## src/rtl/core/pcl_pkg.sv

```systemverilog
// Shared types, constants and helper functions of the polyline rectangle clipper.
package pcl_pkg;

    localparam int COORD_WIDTH_DEF = 32;
    localparam int INT_W           = 64;
    localparam int PROD_W          = 2 * INT_W;
    localparam int PART_W          = INT_W / 2;
    localparam int QSAT_LOG        = 52;
    localparam int DIV_STEPS       = QSAT_LOG + 1;
    localparam int STEP_W          = $clog2(DIV_STEPS + 1);
    localparam int MAX_MOVES       = 16;
    localparam int MOVE_W          = $clog2(MAX_MOVES + 1);
    localparam int NUM_REGS        = 4;
    localparam int REG_IDX_W       = $clog2(NUM_REGS);

    typedef logic [3:0] ocode_t;

    localparam ocode_t OC_LEFT   = 4'd1;
    localparam ocode_t OC_RIGHT  = 4'd2;
    localparam ocode_t OC_BOTTOM = 4'd4;
    localparam ocode_t OC_TOP    = 4'd8;

    localparam logic [REG_IDX_W-1:0] REG_XMIN = 2'd0;
    localparam logic [REG_IDX_W-1:0] REG_XMAX = 2'd1;
    localparam logic [REG_IDX_W-1:0] REG_YMIN = 2'd2;
    localparam logic [REG_IDX_W-1:0] REG_YMAX = 2'd3;

    typedef enum logic [1:0] {
        EDGE_TOP,
        EDGE_BOTTOM,
        EDGE_RIGHT,
        EDGE_LEFT
    } clip_edge_t;

    typedef enum logic [2:0] {
        ST_IDLE,
        ST_TEST,
        ST_SETUP,
        ST_DIVGO,
        ST_DIVWAIT,
        ST_WB,
        ST_OUT0,
        ST_OUT1
    } ctrl_state_t;

    typedef enum logic [2:0] {
        MD_IDLE,
        MD_MUL,
        MD_CHK,
        MD_DIV,
        MD_DONE
    } md_state_t;

    typedef struct packed {
        logic take;
        logic seg_accept;
        logic seg_reject;
        logic setup;
        logic div_start;
        logic writeback;
        logic put0;
        logic put1;
    } ctrl_cmd_t;

    typedef struct packed {
        logic in_valid;
        logic first;
        logic accept;
        logic reject;
        logic emit0;
        logic emit1;
        logic pend1;
        logic dt_zero;
        logic div_done;
        logic out_free;
    } dp_sts_t;

    function automatic ocode_t outcode(
        input logic signed [INT_W-1:0] x,
        input logic signed [INT_W-1:0] y,
        input logic signed [INT_W-1:0] xmin,
        input logic signed [INT_W-1:0] xmax,
        input logic signed [INT_W-1:0] ymin,
        input logic signed [INT_W-1:0] ymax
    );
        ocode_t c;
        c = '0;
        if (x < xmin)
        begin
            c = c | OC_LEFT;
        end
        else if (x > xmax)
        begin
            c = c | OC_RIGHT;
        end
        if (y < ymin)
        begin
            c = c | OC_BOTTOM;
        end
        else if (y > ymax)
        begin
            c = c | OC_TOP;
        end
        return c;
    endfunction

endpackage

```

## src/rtl/core/pcl_ctrl.sv

```systemverilog
// Controller state machine sequencing load, clip moves, interpolation and word output.
module pcl_ctrl import pcl_pkg::*; (
    input  logic      clk,
    input  logic      rst_n,
    input  dp_sts_t   sts,
    output ctrl_cmd_t cmd
);
    ctrl_state_t state_reg, state_next;

    always_comb
    begin
        state_next = state_reg;
        case (state_reg)
            ST_IDLE:
            begin
                if (sts.in_valid && !sts.first)
                begin
                    state_next = ST_TEST;
                end
            end
            ST_TEST:
            begin
                if (sts.accept)
                begin
                    if (sts.emit0)
                    begin
                        state_next = ST_OUT0;
                    end
                    else if (sts.emit1)
                    begin
                        state_next = ST_OUT1;
                    end
                    else
                    begin
                        state_next = ST_IDLE;
                    end
                end
                else if (sts.reject)
                begin
                    state_next = ST_IDLE;
                end
                else
                begin
                    state_next = ST_SETUP;
                end
            end
            ST_SETUP:
            begin
                state_next = ST_DIVGO;
            end
            ST_DIVGO:
            begin
                state_next = sts.dt_zero ? ST_WB : ST_DIVWAIT;
            end
            ST_DIVWAIT:
            begin
                if (sts.div_done)
                begin
                    state_next = ST_WB;
                end
            end
            ST_WB:
            begin
                state_next = ST_TEST;
            end
            ST_OUT0:
            begin
                if (sts.out_free)
                begin
                    state_next = sts.pend1 ? ST_OUT1 : ST_IDLE;
                end
            end
            ST_OUT1:
            begin
                if (sts.out_free)
                begin
                    state_next = ST_IDLE;
                end
            end
            default:
            begin
                state_next = ST_IDLE;
            end
        endcase
    end

    always_comb
    begin
        cmd            = '0;
        cmd.take       = (state_reg == ST_IDLE);
        cmd.seg_accept = (state_reg == ST_TEST) && sts.accept;
        cmd.seg_reject = (state_reg == ST_TEST) && !sts.accept && sts.reject;
        cmd.setup      = (state_reg == ST_SETUP);
        cmd.div_start  = (state_reg == ST_DIVGO) && !sts.dt_zero;
        cmd.writeback  = (state_reg == ST_WB);
        cmd.put0       = (state_reg == ST_OUT0) && sts.out_free;
        cmd.put1       = (state_reg == ST_OUT1) && sts.out_free;
    end

    always_ff @(posedge clk or negedge rst_n)
    begin
        if (!rst_n)
        begin
            state_reg <= ST_IDLE;
        end
        else
        begin
            state_reg <= state_next;
        end
    end

    a_put_free: assert property (@(posedge clk) disable iff (!rst_n)
        (cmd.put0 || cmd.put1) |-> sts.out_free)
        else $error("output word written while the previous one is still held");
endmodule

```

## config.mk

```make
export PLATFORM = sky130hd
export DESIGN_NAME = pcl_ctrl
export DESIGN_NICKNAME = d
export VERILOG_FILES = /design/src/rtl/core/pcl_pkg.sv /design/src/rtl/core/pcl_ctrl.sv
export SDC_FILE = /design/constraint.sdc
export NUM_CORES = 1
export LEC_CHECK = 0
export ABC_CLOCK_PERIOD_IN_PS = 1200
export BUFFER_PORTS_ARGS = -buffer_cell sky130_fd_sc_hd__clkbuf_2
export CORE_AREA = 5 5 42 44
export DETAILED_ROUTE_END_ITERATION = 10
export DIE_AREA = 0 0 47 49
export PLACE_DENSITY = 0.52
export REMOVE_ABC_BUFFERS = 1
export SYNTH_ARGS = -nofsm -noshare
export SYNTH_HDL_FRONTEND = slang
export SYNTH_SLANG_ARGS = --single-unit
```

## constraint.sdc

```tcl
create_clock -name clk -period 1.2 [get_ports clk]
set_input_delay 0 -clock clk [delete_from_list [all_inputs] [get_ports clk]]
set_output_delay 0 -clock clk [all_outputs]
set_load 0.02 [all_outputs]
```

* Word level (Yosys, flattened, before mapping)
Cells that the tools add are included.
Cells by class: equal/unequal tests 11, multiplexer cells 11, reductions and logical operators 12
Operators with widths (count):
- $mux W3 | 8
- $pmux W3 S8 | 1
- $eq A3 B3 Y1 const B | 4
- $logic_and A1 B1 Y1 | 7
- $eq A3 B2 Y1 const B | 2
- $ne A2 B2 Y1 const B | 3
- $reduce_and A4 Y1 | 1
- $eq A3 B1 Y1 const B | 1
- $logic_not A1 Y1 | 3
- $logic_not A3 Y1 | 1
- $mux W2 | 1
- $ne A2 B1 Y1 const B | 1
- $mux W1 | 1
Storage, ports and cells: bits in registers 3, output and inout bits 8, logic and storage cells 35

* Logic depth before layout (Yosys ltp)
depth in word-level cells 4, gate-level depth with buffers 5

* Worst setup path after synthesis
OpenSTA, ideal clock, no wires.
path kind register to register, start point reg state_reg[2], end point reg state_reg[0], library setup time 133 ps, data arrival time 1482 ps, data required time 1067 ps, setup slack -415 ps, stages on the path, launching flop included 6, buffers on the path 1, cell sequence dfrtp_1 buf_6 nor3_1 o21ai_1 a21oi_1 a31oi_1
RTL lines:
- start: declaration | RTL line pcl_ctrl.sv:8 | ctrl_state_t state_reg, state_next;
- start signal: assignment | RTL line pcl_ctrl.sv:108 | state_reg <= state_next;

==> results.md <==
* Mean Syn Cell Area at roughly 8 sq um
* Hold WC Path Type: in2reg
* DR WL/cell at ~12 microns
* Top cell type by total area after synthesis: dfrtp_1
* Overflow after GRT at 0
* Crit. End Element: output port
* Leakage at around 0.00032 uW
* Setup slack, reg-to-reg at -0.11 ns
* Slew Limit Headroom at slightly above 80%
* Cell Pwr Density at around 2300 mW/mm^2
* First-pass GRT wire length at 1.84 mm
* Antenna violations before repair at 0
* Antenna-violating nets left at 0
* Synth area leaders: dfrtp_1, buf_6, a21oi_1
* Outcome: complete, but fails checks
* Post-synthesis cell type count at 27
* Fin cells at 96
* Layout Skew at 0.00287 ns
* Commonest non-fill, non-tap cell in the layout: buf_4
* Synth top area share at between 20% and 30%
* Initial Util at 25.7%
* Initial drt markers at 7
* Most frequent cells in the layout: buf_4, clkbuf_2, buf_6, inv_1, a21oi_1
* Setup Viol. Count Final at 9
* CP Class: reg2out
* Number of global-route vias before repair at 470
* Fin Hold WS at around 0.047 ns
* Routed WL at around 1.2 mm
* CTS root buffer: clkbuf_4
* Via-to-Cell Ratio at ~4.8
* RSZ-0062 raised after global routing: yes
* Fraction of final layout cells sized beyond drive strength 1 at between 60% and 70%
* Post-layout min period at 1.31 ns
* Critical R2R Launch: state_reg[1]
* Post-DP HPWL at 784 microns
* CTS tree: built
* Violated checks: negative setup slack
* Data required, critical path at 1.20 ns
* Input/output buffers at 19
* Clock Sinks at 3
* H-tree lvl count at 1
* Post-synthesis cell count at 45
* DIE AREA at between 0.002 and 0.0025 sq mm
* Min-delay src: sts[0]
* Largest register FFs at 3
* Hold EP: state_reg[1]
* # DRC at 0
* Synthesized cell area at approximately 360 sq um
* Ys Warns at 0
* Core ar. at ~0.0014 sq mm
* Total number of vias at around 460
* Worst setup margin at -0.114 ns
* Slew @ Worst Pin at a little under 0.3 ns
* Clock buffer depth at 2
* Hold path depth at 2
* R2R depth at 5
* Seq/Total Area, Yosys at around a fifth
* Count of pins over their slew limit at 0
* GRT Total Usage at a little over a tenth
* Inserted Diodes at 0
* DP Cell Count at 84
* Die extent in x at about 47 microns
* Total CTS buffers at 3
* Clock Pin Slew Worst Setup and Hold Paths at approximately 0.040 ns
* Area Growth Syn to Fin at 95.1%
* Final period util at 110%
* Row count at 14
* Crit-path max FO at 6
* Achievable Freq at between 700 and 800 MHz
* Arrival time worst endpoint at about 1.3 ns
* Worst skew pair latency at 0.23 ns
* Final Hold Fails at 0
* GPL Wtd Cong at ~0.7
* Final nets at just over 90
* I/O pin count at 20
* FF+latch count, synth at 3
* Max-cap violations at 0
* Pwr Total at ~1600 uW
* Reg-to-Reg End: state_reg[1]
* Largest net degree at the start of global routing at 8
* Pre-Repair DR Iteration Count at 4
* Crit start category: register
* Die Ht at just under 50 microns
* Peak supply drop at 0.886 mV
## cell families (layout without fill, tap and decap cells)
| kind of cell | Yosys count | after routing | synth area share [%] |
|---|---|---|---|
| compound gates | 16 | 16 | 30.9 |
| buf+inv | 7 | 42 | 13.5 |
| mux | 1 | 1 | 2.78 |
| simple gates | 18 | 18 | 31.9 |
| flops | 3 | 3 | 20.8 |
## cell usage after synthesis (all sizes together)
cell / number
a21oi: 5
nand2: 2
nor2b: 2
nand2b: 1
nand3: 1
o21a: 1
o22ai: 1
and4b: 1
a31oi: 1
a32oi: 1
nor3b: 2
buf: 3
mux2i: 1
and3: 1
inv: 4
a31o: 1
dfrtp: 3
nor3: 3
and2: 2
nor2: 2
o21ba: 1
nor4: 1
a2111oi: 1
o21ai: 4
## how the worst max path moves through the flow
stage | start | end | slack [ns] | depth (start not counted)
after detailed placement | state_reg[0] | state_reg[0] | -0.10 | 4
final | state_reg[2] | cmd[5] | -0.11 | 4
after floorplan | state_reg[2] | state_reg[0] | -0.38 | 4
after global placement | state_reg[1] | state_reg[0] | -0.13 | 4
after CTS | state_reg[1] | cmd[5] | -0.14 | 4
after global routing | state_reg[2] | cmd[5] | -0.18 | 4
## through the flow
stage               cell area [sq um]  setup slack (ns)  util [%]  TNS, ns
floorplan                         327            -0.384         -   -0.607
detailed placement                494            -0.103      35.3   -0.260
finish                            703            -0.114      50.2   -0.696
global placement                  494            -0.128      35.3   -0.348
global route                      703            -0.177      50.2    -1.37
CTS                               616            -0.140      43.9   -0.761
## what timing repair did
item | in CTS | in global routing
setup buffers | 5 | 2
gates resized for setup | 14 | 23
hold endpoints to repair | 3 | 0
hold buffers | 1 | 0
pin swaps | 4 | 5
setup endpoints to repair | 11 | 11
cloned | 0 | 0
## where the power goes
group | internal, uW | total (uW) | switching (uW)
Clock | 124 | 173 | 48.6
Sequential | 154 | 243 | 88.8
Combinational | 682 | 1200 | 519
## critical path, stage by stage, from the launching register on
cell,delay [ns]
dfrtp_2,0.45
nor3b_4,0.22
buf_4,0.14
and3_4,0.17
buf_8,0.10
## layout make-up
class                           count  area, sq um
Tap cell                           16         20.0
Fill cell                         146          698
Multi-Input combinational cell     35          298
Inverter                            4         15.0
Timing Repair Buffer               34          265
Clock buffer                        4         26.3
Sequential cell                     3         78.8
## per-layer routing
layer	up-vias	track usage [%]	part of all wire, %
met2	20	16.5	52
met5	-	0	0
met3	0	1.48	5.4
met1	209	13.2	42
li1	235	-	-
met4	0	6.91	0
Note: power is estimated with default switching activity, not from simulation.
